<file path="src/rtl/core/fca_pkg.sv">
`default_nettype none

package fca_pkg;

  // Fixed limits and field widths of the block.
  localparam int unsigned MAX_POLS     = 4;
  localparam int unsigned MAX_GROUP    = 256;
  localparam int unsigned MAX_CHANNELS = 4096;
  localparam int unsigned SAMPLE_BITS  = 16;

  localparam int unsigned POL_W  = 2;
  localparam int unsigned NP_W   = 3;
  localparam int unsigned GRP_W  = 9;
  localparam int unsigned SCH_W  = 12;
  localparam int unsigned NCH_W  = 13;
  localparam int unsigned AMP_W  = 16;
  localparam int unsigned OCH_W  = 12;
  localparam int unsigned CHAN_W = 14;
  localparam int unsigned SUM_W  = 24;
  localparam int unsigned CNT_W  = 9;
  localparam int unsigned CFG_IDX_W  = 3;
  localparam int unsigned CFG_DATA_W = 16;

  // Configuration register indexes.
  typedef enum logic [CFG_IDX_W-1:0] {
    CFG_NUM_POLS      = 3'd0,
    CFG_GROUP_SIZE    = 3'd1,
    CFG_START_CHANNEL = 3'd2,
    CFG_NUM_CHANNELS  = 3'd3,
    CFG_AMP_LIMIT     = 3'd4
  } cfg_idx_e;

  // Control sequencer states.
  typedef enum logic [2:0] {
    ST_IDLE,
    ST_RMW,
    ST_GRD,
    ST_GLD,
    ST_GDIV,
    ST_GSQ,
    ST_GCMP,
    ST_EMIT
  } state_e;

  // One entry of the per-polarization accumulator memory.
  typedef struct packed {
    logic signed [SUM_W-1:0] re;
    logic signed [SUM_W-1:0] im;
    logic [CNT_W-1:0]        cnt;
  } acc_t;

endpackage

`default_nettype wire

</file>
<file path="src/rtl/core/fca_in_if.sv">
`default_nettype none

interface fca_in_if;
  logic                                 valid;
  logic                                 ready;
  logic signed [fca_pkg::SAMPLE_BITS-1:0] data_re;
  logic signed [fca_pkg::SAMPLE_BITS-1:0] data_im;
  logic                                 flagged;
  logic                                 first_of_row;

  modport source (output valid, data_re, data_im, flagged, first_of_row, input ready);
  modport sink (input valid, data_re, data_im, flagged, first_of_row, output ready);
endinterface

`default_nettype wire

</file>
<file path="src/rtl/core/fca_out_if.sv">
`default_nettype none

interface fca_out_if;
  logic                                   valid;
  logic                                   ready;
  logic signed [fca_pkg::SAMPLE_BITS-1:0] avg_re;
  logic signed [fca_pkg::SAMPLE_BITS-1:0] avg_im;
  logic [fca_pkg::POL_W-1:0]              pol_index;
  logic [fca_pkg::OCH_W-1:0]              out_channel;
  logic                                   group_flag;
  logic                                   last;

  modport source (output valid, avg_re, avg_im, pol_index, out_channel, group_flag, last,
                  input ready);
  modport sink (input valid, avg_re, avg_im, pol_index, out_channel, group_flag, last,
                output ready);
endinterface

`default_nettype wire

</file>
<file path="src/rtl/core/fca_div.sv">
`default_nettype none

// Restoring divider for a complex sum by an unsigned count, one quotient bit
// per cycle on both lanes; the quotient is truncated toward zero.
module fca_div (
  input  logic                                   clk_i,
  input  logic                                   rst_ni,
  input  logic                                   start_i,
  input  logic signed [fca_pkg::SUM_W-1:0]       num_re_i,
  input  logic signed [fca_pkg::SUM_W-1:0]       num_im_i,
  input  logic [fca_pkg::CNT_W-1:0]              den_i,
  output logic                                   done_o,
  output logic signed [fca_pkg::SAMPLE_BITS-1:0] quo_re_o,
  output logic signed [fca_pkg::SAMPLE_BITS-1:0] quo_im_o
);

  localparam int unsigned SW = fca_pkg::SUM_W;
  localparam int unsigned CW = fca_pkg::CNT_W;
  localparam int unsigned IW = $clog2(SW);

  logic          busy_q, done_q;
  logic [IW-1:0] iter_q;
  logic [CW-1:0] den_q;
  logic          neg_re_q, neg_im_q;
  logic [SW-1:0] q_re_q, q_im_q;
  logic [CW-1:0] r_re_q, r_im_q;
  logic [SW-1:0] q_re_d, q_im_d;
  logic [CW-1:0] r_re_d, r_im_d;
  logic [SW-1:0] res_re, res_im;

  // One restoring step: shift in the next dividend bit and try a subtract.
  function automatic logic [CW+SW-1:0] div_step(input logic [CW-1:0] rem,
                                                input logic [SW-1:0] q,
                                                input logic [CW-1:0] den);
    logic [CW:0]   t;
    logic          ge;
    logic [CW:0]   r;
    t  = {rem, q[SW-1]};
    ge = (t >= {1'b0, den});
    r  = ge ? (t - {1'b0, den}) : t;
    return {r[CW-1:0], q[SW-2:0], ge};
  endfunction

  always_comb begin
    {r_re_d, q_re_d} = div_step(r_re_q, q_re_q, den_q);
    {r_im_d, q_im_d} = div_step(r_im_q, q_im_q, den_q);
  end

  // Control of the iteration count.
  always_ff @(posedge clk_i or negedge rst_ni) begin
    if (!rst_ni) begin
      busy_q <= 1'b0;
      done_q <= 1'b0;
      iter_q <= '0;
    end else begin
      done_q <= 1'b0;
      if (start_i) begin
        busy_q <= 1'b1;
        iter_q <= '0;
      end else if (busy_q) begin
        if (iter_q == IW'(SW - 1)) begin
          busy_q <= 1'b0;
          done_q <= 1'b1;
        end else begin
          iter_q <= iter_q + IW'(1);
        end
      end
    end
  end

  // Datapath: magnitudes go in, quotient bits shift in behind them.
  always_ff @(posedge clk_i) begin
    if (start_i) begin
      den_q    <= den_i;
      neg_re_q <= num_re_i[SW-1];
      neg_im_q <= num_im_i[SW-1];
      q_re_q   <= num_re_i[SW-1] ? SW'(-num_re_i) : SW'(num_re_i);
      q_im_q   <= num_im_i[SW-1] ? SW'(-num_im_i) : SW'(num_im_i);
      r_re_q   <= '0;
      r_im_q   <= '0;
    end else if (busy_q) begin
      q_re_q <= q_re_d;
      q_im_q <= q_im_d;
      r_re_q <= r_re_d;
      r_im_q <= r_im_d;
    end
  end

  assign res_re   = neg_re_q ? (~q_re_q + SW'(1)) : q_re_q;
  assign res_im   = neg_im_q ? (~q_im_q + SW'(1)) : q_im_q;
  assign quo_re_o = res_re[fca_pkg::SAMPLE_BITS-1:0];
  assign quo_im_o = res_im[fca_pkg::SAMPLE_BITS-1:0];
  assign done_o   = done_q;

endmodule

`default_nettype wire

</file>
<file path="src/rtl/core/flagged_channel_averager_top.sv">
// Flag-aware channel averager.
// Samples arrive on in_i, channel by channel with the polarizations of a
// channel in order; first_of_row marks the first sample of a row and drops
// any partial group. Unflagged samples of the used channel window are summed
// per polarization in a four-entry accumulator memory.
// An input transfer reads the accumulator entry in ST_IDLE, then adds and
// writes it back in ST_RMW. A sample that closes a group then starts the
// group-end pass: per polarization a memory read, a load step, a bit-serial
// division (skipped when it has no unflagged sample), a squaring step and
// a compare, followed by one result transfer per polarization on out_o.
// No input is taken while the group-end pass runs or results wait; a stalled
// receiver holds the block with the current result steady on out_o.
// Configuration must be written on cfg_we_i/cfg_idx_i/cfg_data_i while idle;
// the block itself does not enforce this. Reset loads the register defaults
// and empties the accumulators; no clearing pass is needed.
`default_nettype none

module flagged_channel_averager_top (
  input  logic                               clk_i,
  input  logic                               rst_ni,
  input  logic                               cfg_we_i,
  input  logic [fca_pkg::CFG_IDX_W-1:0]      cfg_idx_i,
  input  logic [fca_pkg::CFG_DATA_W-1:0]     cfg_data_i,
  fca_in_if.sink                             in_i,
  fca_out_if.source                          out_o
);

  localparam int unsigned PW = fca_pkg::POL_W;
  localparam int unsigned NW = fca_pkg::NP_W;
  localparam int unsigned GW = fca_pkg::GRP_W;
  localparam int unsigned CH = fca_pkg::CHAN_W;
  localparam int unsigned SB = fca_pkg::SAMPLE_BITS;
  localparam int unsigned SW = fca_pkg::SUM_W;

  // Configuration registers.
  logic [NW-1:0]                num_pols_q;
  logic [GW-1:0]                group_size_q;
  logic [fca_pkg::SCH_W-1:0]    start_q;
  logic [fca_pkg::NCH_W-1:0]    num_chan_q;
  logic [fca_pkg::AMP_W-1:0]    amp_q;

  always_ff @(posedge clk_i or negedge rst_ni) begin
    if (!rst_ni) begin
      num_pols_q   <= NW'(4);
      group_size_q <= GW'(1);
      start_q      <= '0;
      num_chan_q   <= fca_pkg::NCH_W'(256);
      amp_q        <= '0;
    end else if (cfg_we_i) begin
      unique case (cfg_idx_i)
        fca_pkg::CFG_NUM_POLS:      num_pols_q   <= cfg_data_i[NW-1:0];
        fca_pkg::CFG_GROUP_SIZE:    group_size_q <= cfg_data_i[GW-1:0];
        fca_pkg::CFG_START_CHANNEL: start_q      <= cfg_data_i[fca_pkg::SCH_W-1:0];
        fca_pkg::CFG_NUM_CHANNELS:  num_chan_q   <= cfg_data_i[fca_pkg::NCH_W-1:0];
        fca_pkg::CFG_AMP_LIMIT:     amp_q        <= cfg_data_i[fca_pkg::AMP_W-1:0];
        default: ;
      endcase
    end
  end

  // Effective register values after clamping.
  logic [NW-1:0]             np_eff;
  logic [GW-1:0]             grp_eff;
  logic [fca_pkg::NCH_W-1:0] nc_eff;
  logic [CH-1:0]             win_end;

  always_comb begin
    if (num_pols_q == '0) np_eff = NW'(1);
    else if (num_pols_q > NW'(fca_pkg::MAX_POLS)) np_eff = NW'(fca_pkg::MAX_POLS);
    else np_eff = num_pols_q;
    if (group_size_q == '0) grp_eff = GW'(1);
    else if (group_size_q > GW'(fca_pkg::MAX_GROUP)) grp_eff = GW'(fca_pkg::MAX_GROUP);
    else grp_eff = group_size_q;
    if (num_chan_q > fca_pkg::NCH_W'(fca_pkg::MAX_CHANNELS))
      nc_eff = fca_pkg::NCH_W'(fca_pkg::MAX_CHANNELS);
    else nc_eff = num_chan_q;
    win_end = CH'(start_q) + CH'(nc_eff);
  end

  fca_pkg::state_e state_q, state_d;

  // Row position and group state.
  logic [PW-1:0]             pol_cnt_q;
  logic [CH-1:0]             chan_cnt_q;
  logic [GW-1:0]             in_grp_q;
  logic [fca_pkg::OCH_W-1:0] out_chan_q;
  logic                      all_flg_q;
  logic [fca_pkg::MAX_POLS-1:0] ent_valid_q;

  // Captured item.
  logic signed [SB-1:0] re_q, im_q;
  logic                 flg_q, inwin_q, cend_q;
  logic [PW-1:0]        pol_q;

  // Group-end pass.
  logic [PW-1:0]        gp_q, ep_q;
  logic                 gflag_q;
  logic signed [SB-1:0] cur_re_q, cur_im_q;
  logic [31:0]          sq_re_q, sq_im_q, lim2_q;
  logic signed [SB-1:0] avg_re_a [fca_pkg::MAX_POLS];
  logic signed [SB-1:0] avg_im_a [fca_pkg::MAX_POLS];

  // Accumulator memory.
  fca_pkg::acc_t acc_mem [fca_pkg::MAX_POLS];
  fca_pkg::acc_t rd_q, rd_ent, wr_ent;
  logic [PW-1:0] rd_addr;
  logic [PW-1:0] rd_sel;
  logic          wr_en;

  // Item decode at the input transfer.
  logic          in_xfer, out_xfer;
  logic [PW-1:0] pol_cur;
  logic [CH-1:0] chan_cur;
  logic          cend_cur, inwin_cur;
  logic [GW:0]   grp_next;
  logic          grp_done, last_pol, gp_last;
  logic signed [31:0] pr_re, pr_im;
  logic [32:0]   mag2;

  logic                 div_start, div_done;
  logic signed [SB-1:0] div_re, div_im;

  assign in_xfer   = in_i.valid && in_i.ready;
  assign out_xfer  = out_o.valid && out_o.ready;
  assign pol_cur   = in_i.first_of_row ? '0 : pol_cnt_q;
  assign chan_cur  = in_i.first_of_row ? '0 : chan_cnt_q;
  assign cend_cur  = ({1'b0, pol_cur} + NW'(1)) >= np_eff;
  assign inwin_cur = (chan_cur >= CH'(start_q)) && (chan_cur < win_end);
  assign grp_next  = {1'b0, in_grp_q} + (GW + 1)'(1);
  assign grp_done  = grp_next >= {1'b0, grp_eff};
  assign last_pol  = ({1'b0, ep_q} + NW'(1)) == np_eff;
  assign gp_last   = ({1'b0, gp_q} + NW'(1)) >= np_eff;

  // An entry not written since the last clear reads as empty.
  assign rd_sel = (state_q == fca_pkg::ST_RMW) ? pol_q : gp_q;
  assign rd_ent = ent_valid_q[rd_sel] ? rd_q : '0;

  assign wr_en       = (state_q == fca_pkg::ST_RMW) && inwin_q && !flg_q;
  assign wr_ent.re   = rd_ent.re + {{(SW - SB){re_q[SB-1]}}, re_q};
  assign wr_ent.im   = rd_ent.im + {{(SW - SB){im_q[SB-1]}}, im_q};
  assign wr_ent.cnt  = rd_ent.cnt + fca_pkg::CNT_W'(1);

  always_ff @(posedge clk_i) begin
    if (wr_en) acc_mem[pol_q] <= wr_ent;
    rd_q <= acc_mem[rd_addr];
  end

  // Sequencer: next state and handshake outputs.
  always_comb begin
    state_d     = state_q;
    in_i.ready  = 1'b0;
    out_o.valid = 1'b0;
    div_start   = 1'b0;
    rd_addr     = gp_q;
    unique case (state_q)
      fca_pkg::ST_IDLE: begin
        in_i.ready = 1'b1;
        rd_addr    = pol_cur;
        if (in_i.valid) state_d = fca_pkg::ST_RMW;
      end
      fca_pkg::ST_RMW: begin
        if (inwin_q && cend_q && grp_done) state_d = fca_pkg::ST_GRD;
        else state_d = fca_pkg::ST_IDLE;
      end
      fca_pkg::ST_GRD: state_d = fca_pkg::ST_GLD;
      fca_pkg::ST_GLD: begin
        if (rd_ent.cnt == '0) begin
          state_d = fca_pkg::ST_GSQ;
        end else begin
          div_start = 1'b1;
          state_d   = fca_pkg::ST_GDIV;
        end
      end
      fca_pkg::ST_GDIV: if (div_done) state_d = fca_pkg::ST_GSQ;
      fca_pkg::ST_GSQ:  state_d = fca_pkg::ST_GCMP;
      fca_pkg::ST_GCMP: state_d = gp_last ? fca_pkg::ST_EMIT : fca_pkg::ST_GRD;
      fca_pkg::ST_EMIT: begin
        out_o.valid = 1'b1;
        if (out_o.ready && last_pol) state_d = fca_pkg::ST_IDLE;
      end
      default: state_d = fca_pkg::ST_IDLE;
    endcase
  end

  always_ff @(posedge clk_i or negedge rst_ni) begin
    if (!rst_ni) state_q <= fca_pkg::ST_IDLE;
    else state_q <= state_d;
  end

  // Control state: row counters, group counters, entry valid bits.
  always_ff @(posedge clk_i or negedge rst_ni) begin
    if (!rst_ni) begin
      pol_cnt_q   <= '0;
      chan_cnt_q  <= '0;
      in_grp_q    <= '0;
      out_chan_q  <= '0;
      all_flg_q   <= 1'b1;
      ent_valid_q <= '0;
      gp_q        <= '0;
      ep_q        <= '0;
      gflag_q     <= 1'b0;
    end else begin
      if (in_xfer) begin
        if (in_i.first_of_row) begin
          in_grp_q    <= '0;
          out_chan_q  <= '0;
          all_flg_q   <= 1'b1;
          ent_valid_q <= '0;
        end
        if (cend_cur) begin
          pol_cnt_q <= '0;
          if (chan_cur != '1) chan_cnt_q <= chan_cur + CH'(1);
          else chan_cnt_q <= chan_cur;
        end else begin
          pol_cnt_q  <= pol_cur + PW'(1);
          chan_cnt_q <= chan_cur;
        end
      end
      if (state_q == fca_pkg::ST_RMW) begin
        if (wr_en) begin
          ent_valid_q[pol_q] <= 1'b1;
          all_flg_q          <= 1'b0;
        end
        if (inwin_q && cend_q) begin
          if (grp_done) begin
            in_grp_q <= '0;
            gp_q     <= '0;
            gflag_q  <= all_flg_q && flg_q;
          end else begin
            in_grp_q <= grp_next[GW-1:0];
          end
        end
      end
      if (state_q == fca_pkg::ST_GCMP) begin
        if (mag2 <= {1'b0, lim2_q}) gflag_q <= 1'b1;
        if (gp_last) ep_q <= '0;
        else gp_q <= gp_q + PW'(1);
      end
      if (state_q == fca_pkg::ST_EMIT && out_xfer) begin
        if (last_pol) begin
          ent_valid_q <= '0;
          all_flg_q   <= 1'b1;
          out_chan_q  <= out_chan_q + fca_pkg::OCH_W'(1);
        end else begin
          ep_q <= ep_q + PW'(1);
        end
      end
    end
  end

  // Payload registers.
  assign pr_re = 32'(cur_re_q) * 32'(cur_re_q);
  assign pr_im = 32'(cur_im_q) * 32'(cur_im_q);
  assign mag2  = {1'b0, sq_re_q} + {1'b0, sq_im_q};

  always_ff @(posedge clk_i) begin
    if (in_xfer) begin
      re_q    <= in_i.data_re;
      im_q    <= in_i.data_im;
      flg_q   <= in_i.flagged;
      pol_q   <= pol_cur;
      inwin_q <= inwin_cur;
      cend_q  <= cend_cur;
    end
    if (state_q == fca_pkg::ST_GLD && rd_ent.cnt == '0) begin
      cur_re_q <= '0;
      cur_im_q <= '0;
    end
    if (state_q == fca_pkg::ST_GDIV && div_done) begin
      cur_re_q <= div_re;
      cur_im_q <= div_im;
    end
    if (state_q == fca_pkg::ST_GSQ) begin
      sq_re_q <= unsigned'(pr_re);
      sq_im_q <= unsigned'(pr_im);
      lim2_q  <= 32'(amp_q) * 32'(amp_q);
    end
    if (state_q == fca_pkg::ST_GCMP) begin
      avg_re_a[gp_q] <= cur_re_q;
      avg_im_a[gp_q] <= cur_im_q;
    end
  end

  fca_div u_div (
    .clk_i    (clk_i),
    .rst_ni   (rst_ni),
    .start_i  (div_start),
    .num_re_i (rd_ent.re),
    .num_im_i (rd_ent.im),
    .den_i    (rd_ent.cnt),
    .done_o   (div_done),
    .quo_re_o (div_re),
    .quo_im_o (div_im)
  );

  // Result transfer payload.
  assign out_o.avg_re      = avg_re_a[ep_q];
  assign out_o.avg_im      = avg_im_a[ep_q];
  assign out_o.pol_index   = ep_q;
  assign out_o.out_channel = out_chan_q;
  assign out_o.group_flag  = gflag_q;
  assign out_o.last        = last_pol;

endmodule

`default_nettype wire

</file>
<file path="src/flat_wrapper.sv">
// flat-port wrapper written by rule: the top's interface ports become plain ports
module flagged_channel_averager_top_flat 
  (clk_i, rst_ni, cfg_we_i, cfg_idx_i, cfg_data_i, in_i_valid, in_i_data_re, in_i_data_im, in_i_flagged, in_i_first_of_row, in_i_ready, out_o_valid, out_o_avg_re, out_o_avg_im, out_o_pol_index, out_o_out_channel, out_o_group_flag, out_o_last, out_o_ready);
  fca_in_if in_i_i ();
  fca_out_if out_o_i ();
  input  logic clk_i;
  input  logic rst_ni;
  input  logic cfg_we_i;
  input  logic [fca_pkg::CFG_IDX_W-1:0] cfg_idx_i;
  input  logic [fca_pkg::CFG_DATA_W-1:0] cfg_data_i;
  input wire logic [$bits(in_i_i.valid)-1:0] in_i_valid;
  input wire logic [$bits(in_i_i.data_re)-1:0] in_i_data_re;
  input wire logic [$bits(in_i_i.data_im)-1:0] in_i_data_im;
  input wire logic [$bits(in_i_i.flagged)-1:0] in_i_flagged;
  input wire logic [$bits(in_i_i.first_of_row)-1:0] in_i_first_of_row;
  output wire logic [$bits(in_i_i.ready)-1:0] in_i_ready;
  output wire logic [$bits(out_o_i.valid)-1:0] out_o_valid;
  output wire logic [$bits(out_o_i.avg_re)-1:0] out_o_avg_re;
  output wire logic [$bits(out_o_i.avg_im)-1:0] out_o_avg_im;
  output wire logic [$bits(out_o_i.pol_index)-1:0] out_o_pol_index;
  output wire logic [$bits(out_o_i.out_channel)-1:0] out_o_out_channel;
  output wire logic [$bits(out_o_i.group_flag)-1:0] out_o_group_flag;
  output wire logic [$bits(out_o_i.last)-1:0] out_o_last;
  input wire logic [$bits(out_o_i.ready)-1:0] out_o_ready;
  assign in_i_i.valid = in_i_valid;
  assign in_i_i.data_re = in_i_data_re;
  assign in_i_i.data_im = in_i_data_im;
  assign in_i_i.flagged = in_i_flagged;
  assign in_i_i.first_of_row = in_i_first_of_row;
  assign in_i_ready = in_i_i.ready;
  assign out_o_valid = out_o_i.valid;
  assign out_o_avg_re = out_o_i.avg_re;
  assign out_o_avg_im = out_o_i.avg_im;
  assign out_o_pol_index = out_o_i.pol_index;
  assign out_o_out_channel = out_o_i.out_channel;
  assign out_o_group_flag = out_o_i.group_flag;
  assign out_o_last = out_o_i.last;
  assign out_o_i.ready = out_o_ready;
  flagged_channel_averager_top u_core (.clk_i(clk_i), .rst_ni(rst_ni), .cfg_we_i(cfg_we_i), .cfg_idx_i(cfg_idx_i), .cfg_data_i(cfg_data_i), .in_i(in_i_i), .out_o(out_o_i));
endmodule
</file>
<file path="config.mk">
export PLATFORM = sky130hd
export DESIGN_NAME = flagged_channel_averager_top_flat
export DESIGN_NICKNAME = d
export VERILOG_FILES = /design/src/rtl/core/fca_pkg.sv /design/src/rtl/core/fca_in_if.sv /design/src/rtl/core/fca_out_if.sv /design/src/rtl/core/fca_div.sv /design/src/rtl/core/flagged_channel_averager_top.sv /design/src/flat_wrapper.sv
export SDC_FILE = /design/constraint.sdc
export NUM_CORES = 2
export LEC_CHECK = 0
export ABC_AREA = 0
export BUFFER_PORTS_ARGS = -buffer_cell sky130_fd_sc_hd__clkbuf_2
export CORE_UTILIZATION = 55
export DETAILED_ROUTE_END_ITERATION = 10
export GPL_TIMING_DRIVEN = 1
export PLACE_DENSITY = 0.82
export SYNTH_ARGS = -nofsm -noshare
export SYNTH_HDL_FRONTEND = slang
export SYNTH_SLANG_ARGS = --single-unit
</file>
<file path="constraint.sdc">
create_clock -name clk_i -period 12.2 [get_ports clk_i]
set_clock_uncertainty 0.05 [all_clocks]
set_input_delay 3.05 -clock clk_i [delete_from_list [all_inputs] [get_ports clk_i]]
set_output_delay 3.05 -clock clk_i [all_outputs]
set_load 0.01 [all_outputs]
</file>
==> metrics.md <==
| Metric | Value |
|---|---|
| Run status | `finished, final reports clean` |
| Reg area | `21600 µm²` |
| Number of flops mapped to enable cells by yosys | `a little under 600` |
| Number of standard-cell rows in the floorplan | `121` |
| Cell types with the highest counts after synthesis | `979 x sky130_fd_sc_hd__inv_1, 634 x sky130_fd_sc_hd__fa_1, 577 x sky130_fd_sc_hd__edfxtp_1` |
| Largest buffer count on any clock path | `3` |
| Number of nets at the end of the flow | `slightly below 7000` |
| Remaining global-route overflow | `0` |
| Sum of negative setup slack | `0 ps` |
| Critical path data arrival time | `7740 ps` |
| CP Capture Type | `register` |
| Count of different cell masters after synthesis | `83` |
| Initial antenna violation count | `2` |
| Mapped Cells | `around 5600` |
| Post-CTS setup buffers | `0` |
| Pin slew with the least headroom to its limit | `1180 ps` |
| Crit path kind | `reg -> reg` |
| Count of hold buffers inserted by post-cts repair | `0` |
| Synth top area share | `28.6%` |
| Routed vias | `40100` |
| Most numerous cell in the Yosys netlist | `sky130_fd_sc_hd__inv_1` |
| Iteration-0 DRC count of the detailed router | `3178` |
| Largest driver fanout on the critical path | `25` |
| Final period utilization | `between 60% and 70%` |
| Cell type contributing the most total cell area after synthesis | `sky130_fd_sc_hd__edfxtp_1` |
| Total of endpoints with negative setup slack in the final report | `0` |
| Number of pins exceeding their max-slew limit in the final report | `0` |
| Global placement routability congestion | `0.934` |
| Avg Inst Size Synth | `10.8 µm²` |
| Number of gates resized after CTS | `0` |
| Die width | `approximately 330 µm` |
| Number of nets in the synthesized netlist | `between 6000 and 7000` |
| Final-report hold violation count | `0` |
| Number of I/O port buffers | `107` |
| First-pass iteration count of the detailed router | `5` |
| Sort of element at the start of the critical path | `register` |
| Most used flip-flop cell after synthesis | `sky130_fd_sc_hd__edfxtp_1` |
| Area added between synthesis and finish | `7.67%` |
| Die outline height | `334 µm` |
| DP Wirelength | `99000 µm` |
| Min-Delay Path Class | `reg -> reg` |
| Normalized max-slew margin | `21.2%` |
| Area of the placeable core | `109000 µm²` |
| Deepest level of the CTS H-tree | `3` |
| TritonCTS buffer count | `77` |
| Maximum capacitance violations | `0` |
| Die Area | `approximately 110000 µm²` |
| RSZ-0062 raised after global routing | `false` |
| CTS tree | `done` |
| Fraction of registers with async set or reset after synthesis | `14.4%` |
| Via count of the first global-routing pass | `approximately 42000` |
| Achievable clock frequency | `135 MHz` |
| Part of the Yosys area used for sequential elements | `between 30% and 40%` |
| Clk Tree Root Cell | `sky130_fd_sc_hd__clkbuf_16` |
| Total number of yosys warnings | `0` |
| Clk slew on worst S/H paths | `60 ps` |
| GRT Overall Usage | `24.2%` |
| Total Routed Length | `132000 µm` |
| Initial core utilization | `55.6%` |
| Vias per Instance | `5.60` |
| Sinks on Clock Net | `roughly 760` |
| Post-Syn Area | `60600 µm²` |
| Synthesized flop and latch total | `762` |
| Average wire per standard cell | `approximately 18 µm` |
| Minimum clock period after layout | `7430 ps` |
| Fraction of final layout cells sized beyond drive strength 1 | `6.76%` |
| Detailed-route DRC error count | `0` |
| Fill cell instance count of the final layout | `between 8000 and 9000` |
| Post-route ant nets | `0` |
| Pin count of the biggest net entering global routing | `114` |
| Most area-consuming cells after synthesis | `sky130_fd_sc_hd__edfxtp_1 29%, sky130_fd_sc_hd__fa_1 21%, sky130_fd_sc_hd__ha_1 9.9%` |
| First-pass GRT wire length | `215000 µm` |
| Clock Latency Late Sink | `660 ps` |
| Number of top-level design ports | `between 100 and 150` |
| Multi-input logic area | `about 35000 µm²` |
| Req. time, crit path | `12510 ps` |
==> cells in the final DEF, fill, tap and decap left out, types with 13 or more instances in the layout <==
master | synthesis | layout
sky130_fd_sc_hd__clkbuf_16 | 0 | 78
sky130_fd_sc_hd__a21oi_1 | 173 | 173
sky130_fd_sc_hd__o21bai_1 | 26 | 26
sky130_fd_sc_hd__mux2_2 | 38 | 38
sky130_fd_sc_hd__dfxtp_1 | 75 | 75
sky130_fd_sc_hd__o21a_1 | 26 | 25
sky130_fd_sc_hd__mux2i_1 | 26 | 24
sky130_fd_sc_hd__nor2_1 | 277 | 276
sky130_fd_sc_hd__xnor2_1 | 193 | 193
sky130_fd_sc_hd__or3_1 | 18 | 18
sky130_fd_sc_hd__edfxtp_1 | 577 | 577
sky130_fd_sc_hd__clkbuf_2 | 1 | 106
sky130_fd_sc_hd__inv_1 | 979 | 979
sky130_fd_sc_hd__nor3_1 | 44 | 42
sky130_fd_sc_hd__nand3_1 | 67 | 67
sky130_fd_sc_hd__o31ai_1 | 36 | 36
sky130_fd_sc_hd__ha_1 | 481 | 481
sky130_fd_sc_hd__a31o_2 | 14 | 14
sky130_fd_sc_hd__and2_1 | 229 | 225
sky130_fd_sc_hd__o21ai_0 | 168 | 167
sky130_fd_sc_hd__a211oi_1 | 87 | 87
sky130_fd_sc_hd__and3_1 | 24 | 23
sky130_fd_sc_hd__or4_1 | 14 | 14
sky130_fd_sc_hd__fa_1 | 634 | 634
sky130_fd_sc_hd__clkinv_1 | 7 | 13
sky130_fd_sc_hd__dfrtp_1 | 106 | 104
sky130_fd_sc_hd__nor2b_1 | 63 | 63
sky130_fd_sc_hd__or2_2 | 13 | 13
sky130_fd_sc_hd__clkbuf_1 | 138 | 17
sky130_fd_sc_hd__xor2_1 | 116 | 116
sky130_fd_sc_hd__nand2b_1 | 54 | 52
sky130_fd_sc_hd__a31oi_1 | 73 | 73
sky130_fd_sc_hd__a21o_1 | 100 | 100
sky130_fd_sc_hd__nand2_1 | 536 | 536
sky130_fd_sc_hd__buf_4 | 0 | 32
sky130_fd_sc_hd__mux4_2 | 32 | 32
sky130_fd_sc_hd__nand4_1 | 29 | 29
==> path summary, 6_finish.rpt <==
kind,start,depth (start not counted),slack (ps),to
hold reg to reg,u_core.all_flg_q,2,410,u_core.all_flg_q
hold / removal,u_core.all_flg_q,2,410,u_core.all_flg_q
min in group asynchronous,rst_ni,1,2310,u_core.chan_cnt_q[6]
max in group asynchronous,rst_ni,2,8460,u_core.out_o.out_channel[9]
setup reg to reg,u_core.cur_im_q[15],21,4770,u_core.sq_im_q[31]
setup / recovery,u_core.cur_im_q[15],21,4770,u_core.sq_im_q[31]
==> flip-flops by register name, indices dropped and copies added (netlist names), 12 cells and up <==
| signal | cells |
|---|---|
| u_core.acc_mem | 228 |
| u_core.avg_im_a | 64 |
| u_core.avg_re_a | 64 |
| u_core.rd_q | 57 |
| u_core.lim2_q | 31 |
| u_core.sq_im_q | 31 |
| u_core.sq_re_q | 31 |
| u_core.u_div.q_im_q | 24 |
| u_core.u_div.q_re_q | 24 |
| u_core.amp_q | 16 |
| u_core.cur_im_q | 16 |
| u_core.cur_re_q | 16 |
| u_core.im_q | 16 |
| u_core.re_q | 16 |
| u_core.chan_cnt_q | 14 |
| u_core.num_chan_q | 13 |
| u_core.out_o.out_channel | 12 |
| u_core.start_q | 12 |
==> through the flow <==
stage                     worst slack [ps]  utilization (%)  cells  cell area (µm²)  hold slack [ps]
final                                 4770             59.9   7174            65300              412
after detailed placement              4970             57.5   7029            62700              407
after floorplan                       5720                -   5637            60600              391
after CTS                             4880             59.9   7172            65300              415
after global routing                  4380             59.9   7172            65300              440
after global placement                5110             57.5   7029            62700              400
==> kinds of logic after synthesis <==
group                    Yosys count  share of synthesized area, %
AO/OA/AOI/OAI                    804                          8.59
AND/OR/NAND/NOR                 1404                          11.0
multiplexers                      96                          2.32
flip-flops                       762                          35.6
XOR/XNOR                         309                          4.46
buffers and inverters           1147                          7.11
adder cells (fa/ha/maj)         1115                          30.9
==> worst max-delay path, cell delays in order (launching register included) <==
cell and delay, ps:
sky130_fd_sc_hd__edfxtp_1 890, sky130_fd_sc_hd__inv_1 440, sky130_fd_sc_hd__nor2_1 330, sky130_fd_sc_hd__fa_1 600, sky130_fd_sc_hd__fa_1 580, sky130_fd_sc_hd__fa_1 450, sky130_fd_sc_hd__fa_1 530, sky130_fd_sc_hd__fa_1 500
sky130_fd_sc_hd__inv_1 50, sky130_fd_sc_hd__fa_1 470, sky130_fd_sc_hd__inv_1 40, sky130_fd_sc_hd__ha_1 320, sky130_fd_sc_hd__a21o_1 200, sky130_fd_sc_hd__a21oi_1 310, sky130_fd_sc_hd__o21ai_0 150, sky130_fd_sc_hd__a21oi_1 220
sky130_fd_sc_hd__o31ai_2 130, sky130_fd_sc_hd__a221o_1 400, sky130_fd_sc_hd__nand4_1 130, sky130_fd_sc_hd__nand4b_1 90, sky130_fd_sc_hd__a21oi_1 190, sky130_fd_sc_hd__xnor2_1 80
==> layout make-up <==
type                    count  area share [%]
diodes                      2         0.00767
clock buffers             100            3.19
clock inverters            43           0.836
repair buffers            138            1.18
multi-input cells        3728            53.3
inverters                 987            5.67
well taps                1414            2.71
flip-flops and latches    762            33.1
==> per-layer routing <==
layer | GRT usage (%) | up-vias | routed length, µm
li1 | - | 18700 | -
met1 | 30.4 | 19900 | 52900
met2 | 42.1 | 1208 | 66100
met3 | 4.22 | 252 | 8560
met4 | 8.07 | 0 | 3980
met5 | 0 | - | 0
Power is left out: the tool's default activity adds up to more than one toggle a clock period on the data nets, which glitch-free logic cannot reach.
